[src/hdl/bresenham_line_colour_raster_macros.svh]
// assertion macros for the line raster block
`ifndef BRESENHAM_LINE_COLOUR_RASTER_MACROS_SVH
`define BRESENHAM_LINE_COLOUR_RASTER_MACROS_SVH

`ifndef ASSERT_OFF
`define ASSERT_IMPL(lbl, clk, rst, ante, cons) \
  lbl: assert property (@(posedge clk) disable iff (rst) (ante) |-> (cons)) \
    else $error("same-cycle check failed");
`define ASSERT_NEXT(lbl, clk, rst, ante, cons) \
  lbl: assert property (@(posedge clk) disable iff (rst) (ante) |=> (cons)) \
    else $error("next-cycle check failed");
`else
`define ASSERT_IMPL(lbl, clk, rst, ante, cons)
`define ASSERT_NEXT(lbl, clk, rst, ante, cons)
`endif

`endif

[src/hdl/blcr_pkg.sv]
// shared constants for the line raster block
package blcr_pkg;

  localparam int COORD_BITS  = 12;
  localparam int FRAC_BITS   = 8;
  localparam int CHANNELS    = 4;
  localparam int CHAN_BITS   = 8;
  localparam int COLOUR_BITS = CHANNELS * CHAN_BITS;

  localparam logic MODE_START = 1'b0;
  localparam logic MODE_STEP  = 1'b1;

endpackage

[src/hdl/blcr_intf.sv]
// command and pixel channel interfaces
interface blcr_cmd_if #(
  parameter int COORD_BITS = blcr_pkg::COORD_BITS
) ();
  logic                             valid;
  logic                             ready;
  logic                             mode;
  logic [COORD_BITS-1:0]            start_x;
  logic [COORD_BITS-1:0]            start_y;
  logic [COORD_BITS-1:0]            end_x;
  logic [COORD_BITS-1:0]            end_y;
  logic [blcr_pkg::COLOUR_BITS-1:0] start_colour;
  logic [blcr_pkg::COLOUR_BITS-1:0] end_colour;

  modport source (
    output valid, mode, start_x, start_y, end_x, end_y, start_colour, end_colour,
    input  ready
  );
  modport sink (
    input  valid, mode, start_x, start_y, end_x, end_y, start_colour, end_colour,
    output ready
  );
endinterface

interface blcr_pix_if #(
  parameter int COORD_BITS = blcr_pkg::COORD_BITS
) ();
  logic                             valid;
  logic                             ready;
  logic [COORD_BITS-1:0]            pixel_x;
  logic [COORD_BITS-1:0]            pixel_y;
  logic [blcr_pkg::COLOUR_BITS-1:0] pixel_colour;
  logic                             last;

  modport source (
    output valid, pixel_x, pixel_y, pixel_colour, last,
    input  ready
  );
  modport sink (
    input  valid, pixel_x, pixel_y, pixel_colour, last,
    output ready
  );
endinterface

[src/hdl/blcr_div.sv]
// restoring divider, one quotient bit per cycle
module blcr_div #(
  parameter int NUM_BITS = blcr_pkg::CHAN_BITS + blcr_pkg::FRAC_BITS,
  parameter int DEN_BITS = blcr_pkg::COORD_BITS
) (
  input  logic                clk,
  input  logic                rst,
  input  logic                start,
  input  logic [NUM_BITS-1:0] num,
  input  logic [DEN_BITS-1:0] den,
  output logic                done,
  output logic [NUM_BITS-1:0] quo
);

  localparam int CNT_W = (NUM_BITS > 1) ? $clog2(NUM_BITS) : 1;

  logic                busy;
  logic [CNT_W-1:0]    cnt;
  logic [NUM_BITS-1:0] num_sh;
  logic [DEN_BITS-1:0] rem;
  logic [DEN_BITS:0]   rem_sh;
  logic [DEN_BITS:0]   rem_sub;
  logic                qbit;

  always_comb begin
    rem_sh  = {rem, num_sh[NUM_BITS-1]};
    qbit    = (rem_sh >= {1'b0, den});
    rem_sub = qbit ? (rem_sh - {1'b0, den}) : rem_sh;
  end

  always_ff @(posedge clk) begin
    if (rst) begin
      busy <= 1'b0;
      done <= 1'b0;
    end else begin
      done <= 1'b0;
      if (start) begin
        busy   <= 1'b1;
        num_sh <= num;
        rem    <= '0;
        cnt    <= '0;
      end else if (busy) begin
        rem    <= rem_sub[DEN_BITS-1:0];
        num_sh <= num_sh << 1;
        quo    <= {quo[NUM_BITS-2:0], qbit};
        cnt    <= cnt + CNT_W'(1);
        if (cnt == CNT_W'(NUM_BITS - 1)) begin
          busy <= 1'b0;
          done <= 1'b1;
        end
      end
    end
  end

endmodule

[src/hdl/bresenham_line_colour_raster.sv]
// line rasterizer with per-channel colour interpolation
//
//   channel  dir  beat carries
//   cmd      in   mode, start_x, start_y, end_x, end_y, start_colour, end_colour
//   pix      out  pixel_x, pixel_y, pixel_colour, last
//
// step beat: pixel appears in the output register the cycle after the beat is taken
// start beat: each channel in turn passes S_LOAD and S_WAIT, one quotient bit per cycle
//   through the shared divider, channel after channel
// cmd is taken in idle whenever the output register is empty or being drained
// synchronous reset clears position, spans, counters and accumulators
module bresenham_line_colour_raster #(
  parameter int COORD_BITS = blcr_pkg::COORD_BITS,
  parameter int FRAC_BITS  = blcr_pkg::FRAC_BITS
) (
  input logic         clk,
  input logic         rst,
  blcr_cmd_if.sink    cmd,
  blcr_pix_if.source  pix
);

`include "bresenham_line_colour_raster_macros.svh"

  localparam int CH_BITS  = blcr_pkg::CHAN_BITS;
  localparam int NCH      = blcr_pkg::CHANNELS;
  localparam int COL_BITS = blcr_pkg::COLOUR_BITS;
  localparam int ACC_W    = CH_BITS + FRAC_BITS;
  localparam int DELTA_W  = ACC_W + 1;
  localparam int ERR_W    = COORD_BITS + 3;
  localparam int CH_IDX_W = $clog2(NCH);

  typedef enum logic [1:0] {S_IDLE, S_LOAD, S_WAIT} state_t;

  state_t                     state;
  logic [COORD_BITS-1:0]      cur_x;
  logic [COORD_BITS-1:0]      cur_y;
  logic                       y_is_major;
  logic                       major_step_neg;
  logic                       minor_step_neg;
  logic signed [ERR_W-1:0]    err_acc;
  logic [COORD_BITS-1:0]      major_span;
  logic [COORD_BITS-1:0]      minor_span;
  logic [COORD_BITS-1:0]      pixels_left;
  logic [ACC_W-1:0]           colour_acc [NCH];
  logic signed [DELTA_W-1:0]  colour_delta [NCH];
  logic [COL_BITS-1:0]        c0;
  logic [COL_BITS-1:0]        c1;
  logic [CH_IDX_W-1:0]        ch;

  logic                       out_valid;
  logic [COORD_BITS-1:0]      out_x;
  logic [COORD_BITS-1:0]      out_y;
  logic [COL_BITS-1:0]        out_colour;
  logic                       out_last;

  logic                       cmd_fire;
  logic signed [COORD_BITS:0] dx;
  logic signed [COORD_BITS:0] dy;
  logic [COORD_BITS-1:0]      adx;
  logic [COORD_BITS-1:0]      ady;
  logic                       y_major_in;

  logic [CH_BITS-1:0]         ch_a;
  logic [CH_BITS-1:0]         ch_b;
  logic [CH_BITS:0]           ch_diff;
  logic                       ch_neg;
  logic [CH_BITS-1:0]         ch_mag;
  logic [ACC_W-1:0]           div_num;
  logic                       div_start;
  logic                       div_done;
  logic [ACC_W-1:0]           div_quo;
  logic signed [DELTA_W-1:0]  div_delta;

  logic signed [ERR_W-1:0]    err_add;
  logic signed [ERR_W-1:0]    major_term;
  logic                       minor_hit;
  logic signed [ERR_W-1:0]    err_next;
  logic [COL_BITS-1:0]        colour_now;

  function automatic logic [COORD_BITS-1:0] step_coord(
    input logic [COORD_BITS-1:0] v,
    input logic                  neg
  );
    return neg ? (v - COORD_BITS'(1)) : (v + COORD_BITS'(1));
  endfunction

  assign cmd.ready = (state == S_IDLE) && (!out_valid || pix.ready);
  assign cmd_fire  = cmd.valid && cmd.ready;

  assign pix.valid        = out_valid;
  assign pix.pixel_x      = out_x;
  assign pix.pixel_y      = out_y;
  assign pix.pixel_colour = out_colour;
  assign pix.last         = out_last;

  // span and direction decode of a start beat
  always_comb begin
    dx  = $signed({1'b0, cmd.end_x}) - $signed({1'b0, cmd.start_x});
    dy  = $signed({1'b0, cmd.end_y}) - $signed({1'b0, cmd.start_y});
    adx = dx[COORD_BITS] ? COORD_BITS'(-dx) : dx[COORD_BITS-1:0];
    ady = dy[COORD_BITS] ? COORD_BITS'(-dy) : dy[COORD_BITS-1:0];
    y_major_in = (ady > adx);
  end

  // channel difference feeding the divider
  always_comb begin
    ch_a    = c0[ch*CH_BITS +: CH_BITS];
    ch_b    = c1[ch*CH_BITS +: CH_BITS];
    ch_diff = {1'b0, ch_b} - {1'b0, ch_a};
    ch_neg  = ch_diff[CH_BITS];
    ch_mag  = ch_neg ? CH_BITS'(-ch_diff) : ch_diff[CH_BITS-1:0];
    div_num = {ch_mag, {FRAC_BITS{1'b0}}};
    div_delta = ch_neg ? -$signed({1'b0, div_quo}) : $signed({1'b0, div_quo});
  end

  // error term for the minor axis
  always_comb begin
    err_add    = err_acc + $signed(ERR_W'({minor_span, 1'b0}));
    major_term = $signed(ERR_W'(major_span));
    minor_hit  = (err_add > major_term);
    err_next   = minor_hit ? (err_add - (major_term <<< 1)) : err_add;
  end

  always_comb begin
    for (int k = 0; k < NCH; k++) begin
      colour_now[k*CH_BITS +: CH_BITS] = colour_acc[k][ACC_W-1:FRAC_BITS];
    end
  end

  blcr_div #(
    .NUM_BITS (ACC_W),
    .DEN_BITS (COORD_BITS)
  ) u_div (
    .clk   (clk),
    .rst   (rst),
    .start (div_start),
    .num   (div_num),
    .den   (major_span),
    .done  (div_done),
    .quo   (div_quo)
  );

  always_ff @(posedge clk) begin
    if (rst) begin
      state          <= S_IDLE;
      cur_x          <= '0;
      cur_y          <= '0;
      y_is_major     <= 1'b0;
      major_step_neg <= 1'b0;
      minor_step_neg <= 1'b0;
      err_acc        <= '0;
      major_span     <= '0;
      minor_span     <= '0;
      pixels_left    <= '0;
      ch             <= '0;
      div_start      <= 1'b0;
      out_valid      <= 1'b0;
      for (int k = 0; k < NCH; k++) begin
        colour_acc[k]   <= '0;
        colour_delta[k] <= '0;
      end
    end else begin
      div_start <= 1'b0;
      if (out_valid && pix.ready) begin
        out_valid <= 1'b0;
      end
      unique case (state)
        S_IDLE: begin
          if (cmd_fire) begin
            if (cmd.mode == blcr_pkg::MODE_START) begin
              cur_x      <= cmd.start_x;
              cur_y      <= cmd.start_y;
              y_is_major <= y_major_in;
              if (y_major_in) begin
                major_span     <= ady;
                minor_span     <= adx;
                pixels_left    <= ady;
                major_step_neg <= dy[COORD_BITS];
                minor_step_neg <= dx[COORD_BITS];
              end else begin
                major_span     <= adx;
                minor_span     <= ady;
                pixels_left    <= adx;
                major_step_neg <= dx[COORD_BITS];
                minor_step_neg <= dy[COORD_BITS];
              end
              err_acc <= '0;
              c0      <= cmd.start_colour;
              c1      <= cmd.end_colour;
              for (int k = 0; k < NCH; k++) begin
                colour_acc[k]   <= {cmd.start_colour[k*CH_BITS +: CH_BITS],
                                    {FRAC_BITS{1'b0}}};
                colour_delta[k] <= '0;
              end
              ch <= '0;
              if ((y_major_in ? ady : adx) != '0) begin
                state <= S_LOAD;
              end
            end else if (pixels_left != '0) begin
              out_valid  <= 1'b1;
              out_x      <= cur_x;
              out_y      <= cur_y;
              out_colour <= colour_now;
              out_last   <= (pixels_left == COORD_BITS'(1));
              for (int k = 0; k < NCH; k++) begin
                colour_acc[k] <= colour_acc[k] + colour_delta[k][ACC_W-1:0];
              end
              err_acc <= err_next;
              if (y_is_major) begin
                cur_y <= step_coord(cur_y, major_step_neg);
                if (minor_hit) begin
                  cur_x <= step_coord(cur_x, minor_step_neg);
                end
              end else begin
                cur_x <= step_coord(cur_x, major_step_neg);
                if (minor_hit) begin
                  cur_y <= step_coord(cur_y, minor_step_neg);
                end
              end
              pixels_left <= pixels_left - COORD_BITS'(1);
            end
          end
        end
        S_LOAD: begin
          div_start <= 1'b1;
          state     <= S_WAIT;
        end
        S_WAIT: begin
          if (div_done) begin
            colour_delta[ch] <= div_delta;
            if (ch == CH_IDX_W'(NCH - 1)) begin
              state <= S_IDLE;
            end else begin
              ch    <= ch + CH_IDX_W'(1);
              state <= S_LOAD;
            end
          end
        end
        default: state <= S_IDLE;
      endcase
    end
  end

  // a divider result only lands while the sequencer waits for it
  `ASSERT_IMPL(a_div_done_in_wait, clk, rst, div_done, state == S_WAIT)
  // the last pixel leaves only once the line is used up
  `ASSERT_IMPL(a_last_empties, clk, rst, pix.valid && pix.ready && pix.last,
               pixels_left == '0)
  // a step with nothing left produces no beat
  `ASSERT_NEXT(a_empty_step_silent, clk, rst,
               cmd_fire && cmd.mode == blcr_pkg::MODE_STEP && pixels_left == '0
               && !out_valid, !pix.valid)

endmodule
[src/flat_wrapper.sv]
// flat-port wrapper written by rule: the top's interface ports become plain ports
module bresenham_line_colour_raster_flat 
#(
  parameter int COORD_BITS = blcr_pkg::COORD_BITS,
  parameter int FRAC_BITS  = blcr_pkg::FRAC_BITS
)
  (clk, rst, cmd_valid, cmd_mode, cmd_start_x, cmd_start_y, cmd_end_x, cmd_end_y, cmd_start_colour, cmd_end_colour, cmd_ready, pix_valid, pix_pixel_x, pix_pixel_y, pix_pixel_colour, pix_last, pix_ready);
  blcr_cmd_if #(.COORD_BITS(COORD_BITS)) cmd_i ();
  blcr_pix_if #(.COORD_BITS(COORD_BITS)) pix_i ();
  input logic clk;
  input logic rst;
  input wire logic [$bits(cmd_i.valid)-1:0] cmd_valid;
  input wire logic [$bits(cmd_i.mode)-1:0] cmd_mode;
  input wire logic [$bits(cmd_i.start_x)-1:0] cmd_start_x;
  input wire logic [$bits(cmd_i.start_y)-1:0] cmd_start_y;
  input wire logic [$bits(cmd_i.end_x)-1:0] cmd_end_x;
  input wire logic [$bits(cmd_i.end_y)-1:0] cmd_end_y;
  input wire logic [$bits(cmd_i.start_colour)-1:0] cmd_start_colour;
  input wire logic [$bits(cmd_i.end_colour)-1:0] cmd_end_colour;
  output wire logic [$bits(cmd_i.ready)-1:0] cmd_ready;
  output wire logic [$bits(pix_i.valid)-1:0] pix_valid;
  output wire logic [$bits(pix_i.pixel_x)-1:0] pix_pixel_x;
  output wire logic [$bits(pix_i.pixel_y)-1:0] pix_pixel_y;
  output wire logic [$bits(pix_i.pixel_colour)-1:0] pix_pixel_colour;
  output wire logic [$bits(pix_i.last)-1:0] pix_last;
  input wire logic [$bits(pix_i.ready)-1:0] pix_ready;
  assign cmd_i.valid = cmd_valid;
  assign cmd_i.mode = cmd_mode;
  assign cmd_i.start_x = cmd_start_x;
  assign cmd_i.start_y = cmd_start_y;
  assign cmd_i.end_x = cmd_end_x;
  assign cmd_i.end_y = cmd_end_y;
  assign cmd_i.start_colour = cmd_start_colour;
  assign cmd_i.end_colour = cmd_end_colour;
  assign cmd_ready = cmd_i.ready;
  assign pix_valid = pix_i.valid;
  assign pix_pixel_x = pix_i.pixel_x;
  assign pix_pixel_y = pix_i.pixel_y;
  assign pix_pixel_colour = pix_i.pixel_colour;
  assign pix_last = pix_i.last;
  assign pix_i.ready = pix_ready;
  bresenham_line_colour_raster #(.COORD_BITS(COORD_BITS), .FRAC_BITS(FRAC_BITS)) u_core (.clk(clk), .rst(rst), .cmd(cmd_i), .pix(pix_i));
endmodule
[config.mk]
export PLATFORM = sky130hd
export DESIGN_NAME = bresenham_line_colour_raster_flat
export DESIGN_NICKNAME = d
export VERILOG_FILES = /design/src/hdl/blcr_pkg.sv /design/src/hdl/blcr_intf.sv /design/src/hdl/blcr_div.sv /design/src/hdl/bresenham_line_colour_raster.sv /design/src/flat_wrapper.sv
export VERILOG_INCLUDE_DIRS = /design/src /design/src/hdl
export SDC_FILE = /design/constraint.sdc
export NUM_CORES = 1
export LEC_CHECK = 0
export BUFFER_PORTS_ARGS = -buffer_cell sky130_fd_sc_hd__buf_2
export CORE_AREA = 3 3 259 261
export DETAILED_ROUTE_END_ITERATION = 6
export DIE_AREA = 0 0 262 264
export PLACE_DENSITY_LB_ADDON = 0.25
export SLEW_MARGIN = 30
export SYNTH_ARGS = -nofsm -noshare
export SYNTH_HDL_FRONTEND = slang
export SYNTH_HIERARCHICAL = 1
export SYNTH_SLANG_ARGS = --single-unit
[constraint.sdc]
create_clock -name clk -period 7.1 [get_ports clk]
set_clock_uncertainty 0.05 [all_clocks]
set_input_delay 1.065 -clock clk [delete_from_list [all_inputs] [get_ports clk]]
set_output_delay 1.065 -clock clk [all_outputs]
set_load 0.005 [all_outputs]
## Yosys cells after proc, flatten, opt, wreduce, memory -nomap -nowiden

Memory sizes are Yosys's and may differ from the RTL's.
Index checks and enable logic that the tools add are counted.

| word-level totals | value |
|---|---|
| register bits | 254 |
| bits in writable memories | 132 |
| input port bits | 117 |
| memories | 2 |

| cells by class | value |
|---|---|
| add/subtract/negate cells | 21 |
| $lt $le $gt $ge | 3 |
| eq/ne operators | 13 |
| shifts and indexed selects | 2 |
| mux-type cells | 83 |
| bitwise operators | 16 |
| reductions and logical operators | 22 |

Memory list:

| name | words | width | rd ports | clocked after Yosys merged registers in | wr ports | RTL line | RTL |
|---|---|---|---|---|---|---|---|
| u_core.colour_delta | 4 | 17 | 4 | 0 | 4 | bresenham_line_colour_raster.sv:45 | `logic signed [DELTA_W-1:0] colour_delta [NCH];` |
| u_core.colour_acc | 4 | 16 | 4 | 0 | 4 | bresenham_line_colour_raster.sv:44 | `logic [ACC_W-1:0] colour_acc [NCH];` |

Operator list:

| operator | count |
|---|---|
| 2-to-1 mux 12 bit | 20 |
| 2-to-1 mux 16 bit | 10 |
| 2-to-1 mux 17 bit | 6 |
| adder 16 bit | 4 |
| indexed part select 32 x 6 -> 8 bit | 2 |
| 2-to-1 mux 15 bit | 3 |
| subtractor 12 x 1 -> 12 bit (second input constant) | 3 |
| 2-to-1 mux 1 bit | 31 |
| subtractor 12 x 12 -> 13 bit | 2 |
| adder 12 x 1 -> 12 bit (second input constant) | 2 |
| negation 12 bit | 2 |
| nonzero test 12 bit | 2 |
| 2-to-1 mux 2 bit | 9 |
| negation 16 -> 17 bit | 1 |
| OR reduction 17 bit | 1 |
| AND reduction 4 bit | 4 |
| adder 15 x 14 -> 15 bit | 1 |
| > comparator 15 x 13 -> 1 bit | 1 |
| subtractor 15 x 14 -> 15 bit | 1 |
| >= comparator 13 x 12 -> 1 bit | 1 |
| == test 12 x 1 -> 1 bit (second input constant) | 1 |
| > comparator 12 bit | 1 |
| bitwise OR 1 bit | 12 |
| subtractor 12 bit | 1 |
| other kinds (25) | 39 |

## Longest topological paths before layout

| logic depth | value |
|---|---|
| depth in word-level cells | 10 |
| mapped depth | 24 |

## Hierarchy

The synthesis kept the hierarchy.

By module, submodules not included:

| module | times used | cells an instance | area an instance (µm²) | sequential area each (µm²) |
|---|---|---|---|---|
| bresenham_line_colour_raster | 1 | 2062 | 20100.5 | 9058.7 |
| blcr_div | 1 | 213 | 2630.0 | 1481.4 |

## Least setup slack after synthesis

No wires, ideal clock.

| timing path | value |
|---|---|
| path type | input to register |
| start point | input cmd_end_y[0] |
| end point | register u_core.minor_span[9] |
| library setup time | 0.132 ns |
| arrival | 5.796 ns |
| required time | 6.918 ns |
| path slack | 1.121 ns |
| cell stages on the path | 24 |
| cell sequence | inv_1 > ha_1 > inv_1 > fa_1 > a211oi_1 > o21ai_0 > a211o_1 > a32oi_1 > nand2_1 > o41ai_2 > mux2i_1 > xor2_1 > ha_1 > nand4_1 > o21bai_1 > o211ai_1 > o31a_1 > clkbuf_1 > clkbuf_1 > clkbuf_1 > clkbuf_1 > nand2_1 > o211ai_1 > a21oi_1 |

| between the ends | value |
|---|---|
| longest elaborated chain between the ends | 5 |

RTL lines:

| item | RTL line | RTL |
|---|---|---|
| from (decl) | flat_wrapper.sv:17 | `input wire logic [$bits(cmd_i.end_y)-1:0] cmd_end_y;` |
| subtractor 12 x 12 -> 13 bit (*) | bresenham_line_colour_raster.sv:99 | `dy = $signed({1'b0, cmd.end_y}) - $signed({1'b0, cmd.start_y});` |
| negation 12 bit | bresenham_line_colour_raster.sv:101 | `ady = dy[COORD_BITS] ? COORD_BITS'(-dy) : dy[COORD_BITS-1:0];` |
| 2-to-1 mux 12 bit (*) | bresenham_line_colour_raster.sv:101 |  |
| > comparator 12 bit | bresenham_line_colour_raster.sv:102 | `y_major_in = (ady > adx);` |
| 2-to-1 mux 12 bit (*) | bresenham_line_colour_raster.sv:174 | `if (y_major_in) begin` |
| to (signal assigned) | bresenham_line_colour_raster.sv:182 | `minor_span <= ady;` |
| to (decl) | bresenham_line_colour_raster.sv:42 | `logic [COORD_BITS-1:0] minor_span;` |

Mark *: on every way between the ends. The rest lies on a longest branch, timed or not.
A chain may end at the register's enable or synchronous reset.

## Worst setup path in the final report

| timing path | value |
|---|---|
| start point | input cmd_end_y[0] |
| end point | register u_core.state[0] |

| between the ends | value |
|---|---|
| longest elaborated chain between the ends | 8 |

RTL lines:

| item | RTL line | RTL |
|---|---|---|
| subtractor 12 x 12 -> 13 bit (*) | bresenham_line_colour_raster.sv:99 |  |
| negation 12 bit | bresenham_line_colour_raster.sv:101 |  |
| 2-to-1 mux 12 bit (*) | bresenham_line_colour_raster.sv:101 |  |
| > comparator 12 bit | bresenham_line_colour_raster.sv:102 |  |
| 2-to-1 mux 12 bit (*) | bresenham_line_colour_raster.sv:196 | `if ((y_major_in ? ady : adx) != '0) begin` |
| nonzero test 12 bit (*) | bresenham_line_colour_raster.sv:196 |  |
| inequality test 2 bit (no source line) (*) | -- |  |
| AND reduction 4 bit (no source line) (*) | -- |  |
| to (signal assigned) | bresenham_line_colour_raster.sv:197 | `state <= S_LOAD;` |
| to (signal assigned) | bresenham_line_colour_raster.sv:226 | `state <= S_WAIT;` |
| to (signal assigned) | bresenham_line_colour_raster.sv:232 | `state <= S_IDLE;` |
| to (decl) | bresenham_line_colour_raster.sv:34 | `state_t state;` |

Marks and branches as above.

==> impl_metrics.ini <==
[power]
peakVddDrop_mv = 0.261
power_density_mw_per_mm2 = 314
power_w = 0.00818
leakagePower_nw = 10.2

[floorplanning]
die_x_um = 262
dieArea_mm2 = 0.0692
coreArea_mm2 = 0.0647
initial_utilization_pct = 35.1
io_pins = 176
fp-row-count = 93
fp.dieH_um = 264

[placement]
port-buffer-count = 175
gp_congestion = 0.877
postPlaceCellArea_mm2 = 0.0246
dpl_worst_slack_ps = 388
post-place-cells = 3252
hpwlAfterDp_um = 46300

[critical_path]
crit_required_ps = 7470
r2r_slack_ps = 1450
crit_type = primary input to flip-flop
critPathMaxFanout = 24
startpoint_type = primary input
r2r-start = u_core/err_acc[1]$_SDFFE_PP0P_
r2r_end = u_core/cur_y[7]$_SDFFE_PP0P_
reg2reg_depth = 17
critPathArrivalTime_ps = 6510
critPathCaptureType = flip-flop

[layout]
areaGrowthSynthToFinish_pct = 14.5
fin_cells = 3335
area.sequential_mm2 = 0.0105
nets = 2736
drive_gt1_share_pct = 13.8
fill_cells = 6353
final_area_mm2 = 0.0260
multi_input_comb_area_mm2 = 0.0113

[worst_hold_path]
hp-start = u_core/cur_x[11]$_SDFFE_PP0P_
hold_path_depth = 0
min_to = u_core/pix.pixel_x[11]$_DFFE_PP_
hp-class = flip-flop to flip-flop

[yosys]
yosysWarnings = 6
syn_area_mm2 = 0.0227
synth_cell_types = 91
synth_area_per_cell_um2 = 9.99
synth_area_leaders = edfxtp_1 (38%), ha_1 (9.1%), dfxtp_1 (8.2%)
synth.most_common_cell = edfxtp_1
synth-seq-area-share_pct = 46.4
synth-edff-count = 289
synth_flop_cell = edfxtp_1
synth_cells = 2275
synthArstFlopShare_pct = 0
synth_seq_cells = 382
synth.largest_area_cell = edfxtp_1
ys_top_cells_by_count = edfxtp_1 (289), nor2_1 (246), a21oi_1 (187)
synth_top_area_share_pct = 38.2

[routing]
drtIter0Drc = 1250
drt-pass1-iter-count = 5
viasPerCell = 5.33
ant_nets = 0
wl_um = 61800
drc = 0
vias = 17762
post_drt_wl_per_cell_um = 18.5

[sta]
worstMarginPinSlew_ps = 970
setup_tns_ps = 0
fmax_mhz = 163
period_share_pct = 86.5
slew_headroom_pct = 35.3
hold_viol_final = 0
min_period_ps = 6140
setup_violations = 0
rsz0062_at_grt = false
timing.final.ws_setup_ps = 960
drv_slew = 0

[global_route]
grt_usage_pct = 17.3
grt_pass1_wl_um = 95400
antenna_found_initial = 2
grt_pass1_vias = 17233
grt_overflow = 0
grt_max_degree = 83

[clocking]
cts_setup_buffers = 0
root_buffer = clkbuf_16
ctsResizeCount = 0
numCtsBuffers = 44
clk_path_buf_depth = 3
cts_tree = done
clk_latency_ps = 580
clk_pin_slew_ps = 60
htreeDepth = 2
ctsHoldBuffers = 0
cts_sinks = 382

[status]
status = finished, final reports clean

[job]
cap_violations = 0
## layout by cell type, fill, tap and decap left out, types with 29 or more instances in the layout
| master | Yosys | layout |
|---|---|---|
| a211oi_1 | 29 | 29 |
| a21o_1 | 30 | 30 |
| a21oi_1 | 187 | 187 |
| buf_2 | 6 | 175 |
| clkbuf_16 | 0 | 44 |
| dfxtp_1 | 93 | 93 |
| edfxtp_1 | 289 | 289 |
| ha_1 | 166 | 166 |
| inv_1 | 154 | 153 |
| nand2_1 | 171 | 171 |
| nand3_1 | 42 | 42 |
| nor2_1 | 246 | 245 |
| nor3_1 | 76 | 76 |
| o21ai_0 | 114 | 114 |
| xnor2_1 | 87 | 87 |
## state kept, by name, indices dropped and copies added (netlist names), 14 cells and up
name,count
u_core/c0,32
u_core/err_acc,14
u_core/c1,32
u_core/u_div/quo,16
u_core/colour_delta,64
u_core/pix.pixel_colour,32
u_core/u_div/num_sh,16
u_core/colour_acc,64
## worst max-delay path by stage
stage	start	to	slack, ps
floorplan	cmd_end_y[0]	u_core/minor_span[9]$_SDFFE_PP0P_	1120
global placement	cmd_end_y[0]	u_core/state[0]$_SDFFE_PP0P_	600
detailed placement	cmd_end_y[0]	u_core/state[0]$_SDFFE_PP0P_	390
CTS	cmd_end_y[0]	u_core/state[0]$_SDFFE_PP0P_	980
global route	cmd_end_y[0]	u_core/state[0]$_SDFFE_PP0P_	430
finish	cmd_end_y[0]	u_core/state[0]$_SDFFE_PP0P_	960
## routing by layer
metal | vias up | global-route usage [%] | share of wire (%)
met5 | - | 0 | 0
met4 | 0 | 3.98 | 1.9
met3 | 76 | 2.38 | 4.4
met2 | 410 | 29.9 | 49
met1 | 8566 | 23.0 | 44
li1 | 8710 | - | -
## critical path, cell delays in order
cell and delay, ps:
buf_2 100, inv_1 40, ha_1 150, inv_1 50, fa_1 420, a211oi_1 400, o21ai_0 260, a211o_1 330
a32oi_1 220, nand2_1 140, o41ai_2 380, mux2i_1 260, xor2_1 310, ha_1 230, nand4_1 130, o21bai_1 180
o211ai_1 90, o31a_1 450, buf_12 230, mux2i_1 340, nand4_1 120, a2111oi_0 470, a211oi_1 140
## final cells by class
| cell class | count | share of cell area (%) |
|---|---|---|
| multi-input combinational | 1662 | 43.5 |
| inverter | 156 | 2.26 |
| clock inverter | 31 | 1.15 |
| tap | 855 | 4.11 |
| antenna | 1 | 0.00961 |
| sequential | 382 | 40.5 |
| timing repair buffer | 197 | 4.05 |
| clock buffer | 51 | 4.41 |
## where the power goes
part | leakage (nW) | internal [W] | total, W | switching [W]
clock | 0.690 | 0.00132 | 0.00227 | 0.000959
combinational | 5.87 | 0.00121 | 0.00302 | 0.00182
sequential | 3.60 | 0.00268 | 0.00289 | 0.000208
total | 10.2 | 0.00520 | 0.00818 | 0.00298
## stage by stage
stage,hold WS [ps],utilization (%)
after floorplan,356,-
after global placement,381,38.0
after detailed placement,387,38.0
after CTS,409,40.2
after global routing,424,40.2
final,411,40.2
## logic make-up (layout without fill, tap and decap cells)
kind of cell / count (synthesis) / after routing / share of synthesized area (%)
XOR/XNOR: 114 / 114 / 4.39
AO/OA/AOI/OAI: 594 / 594 / 17.0
adder cells (fa/ha/maj): 176 / 176 / 10.0
multiplexers: 56 / 56 / 3.45
other: 1 / 9 / 0.0165
buffers and inverters: 238 / 435 / 4.03
flip-flops: 382 / 382 / 46.4
AND/OR/NAND/NOR: 714 / 714 / 14.7
Note: power is estimated with default switching activity, not from simulation.
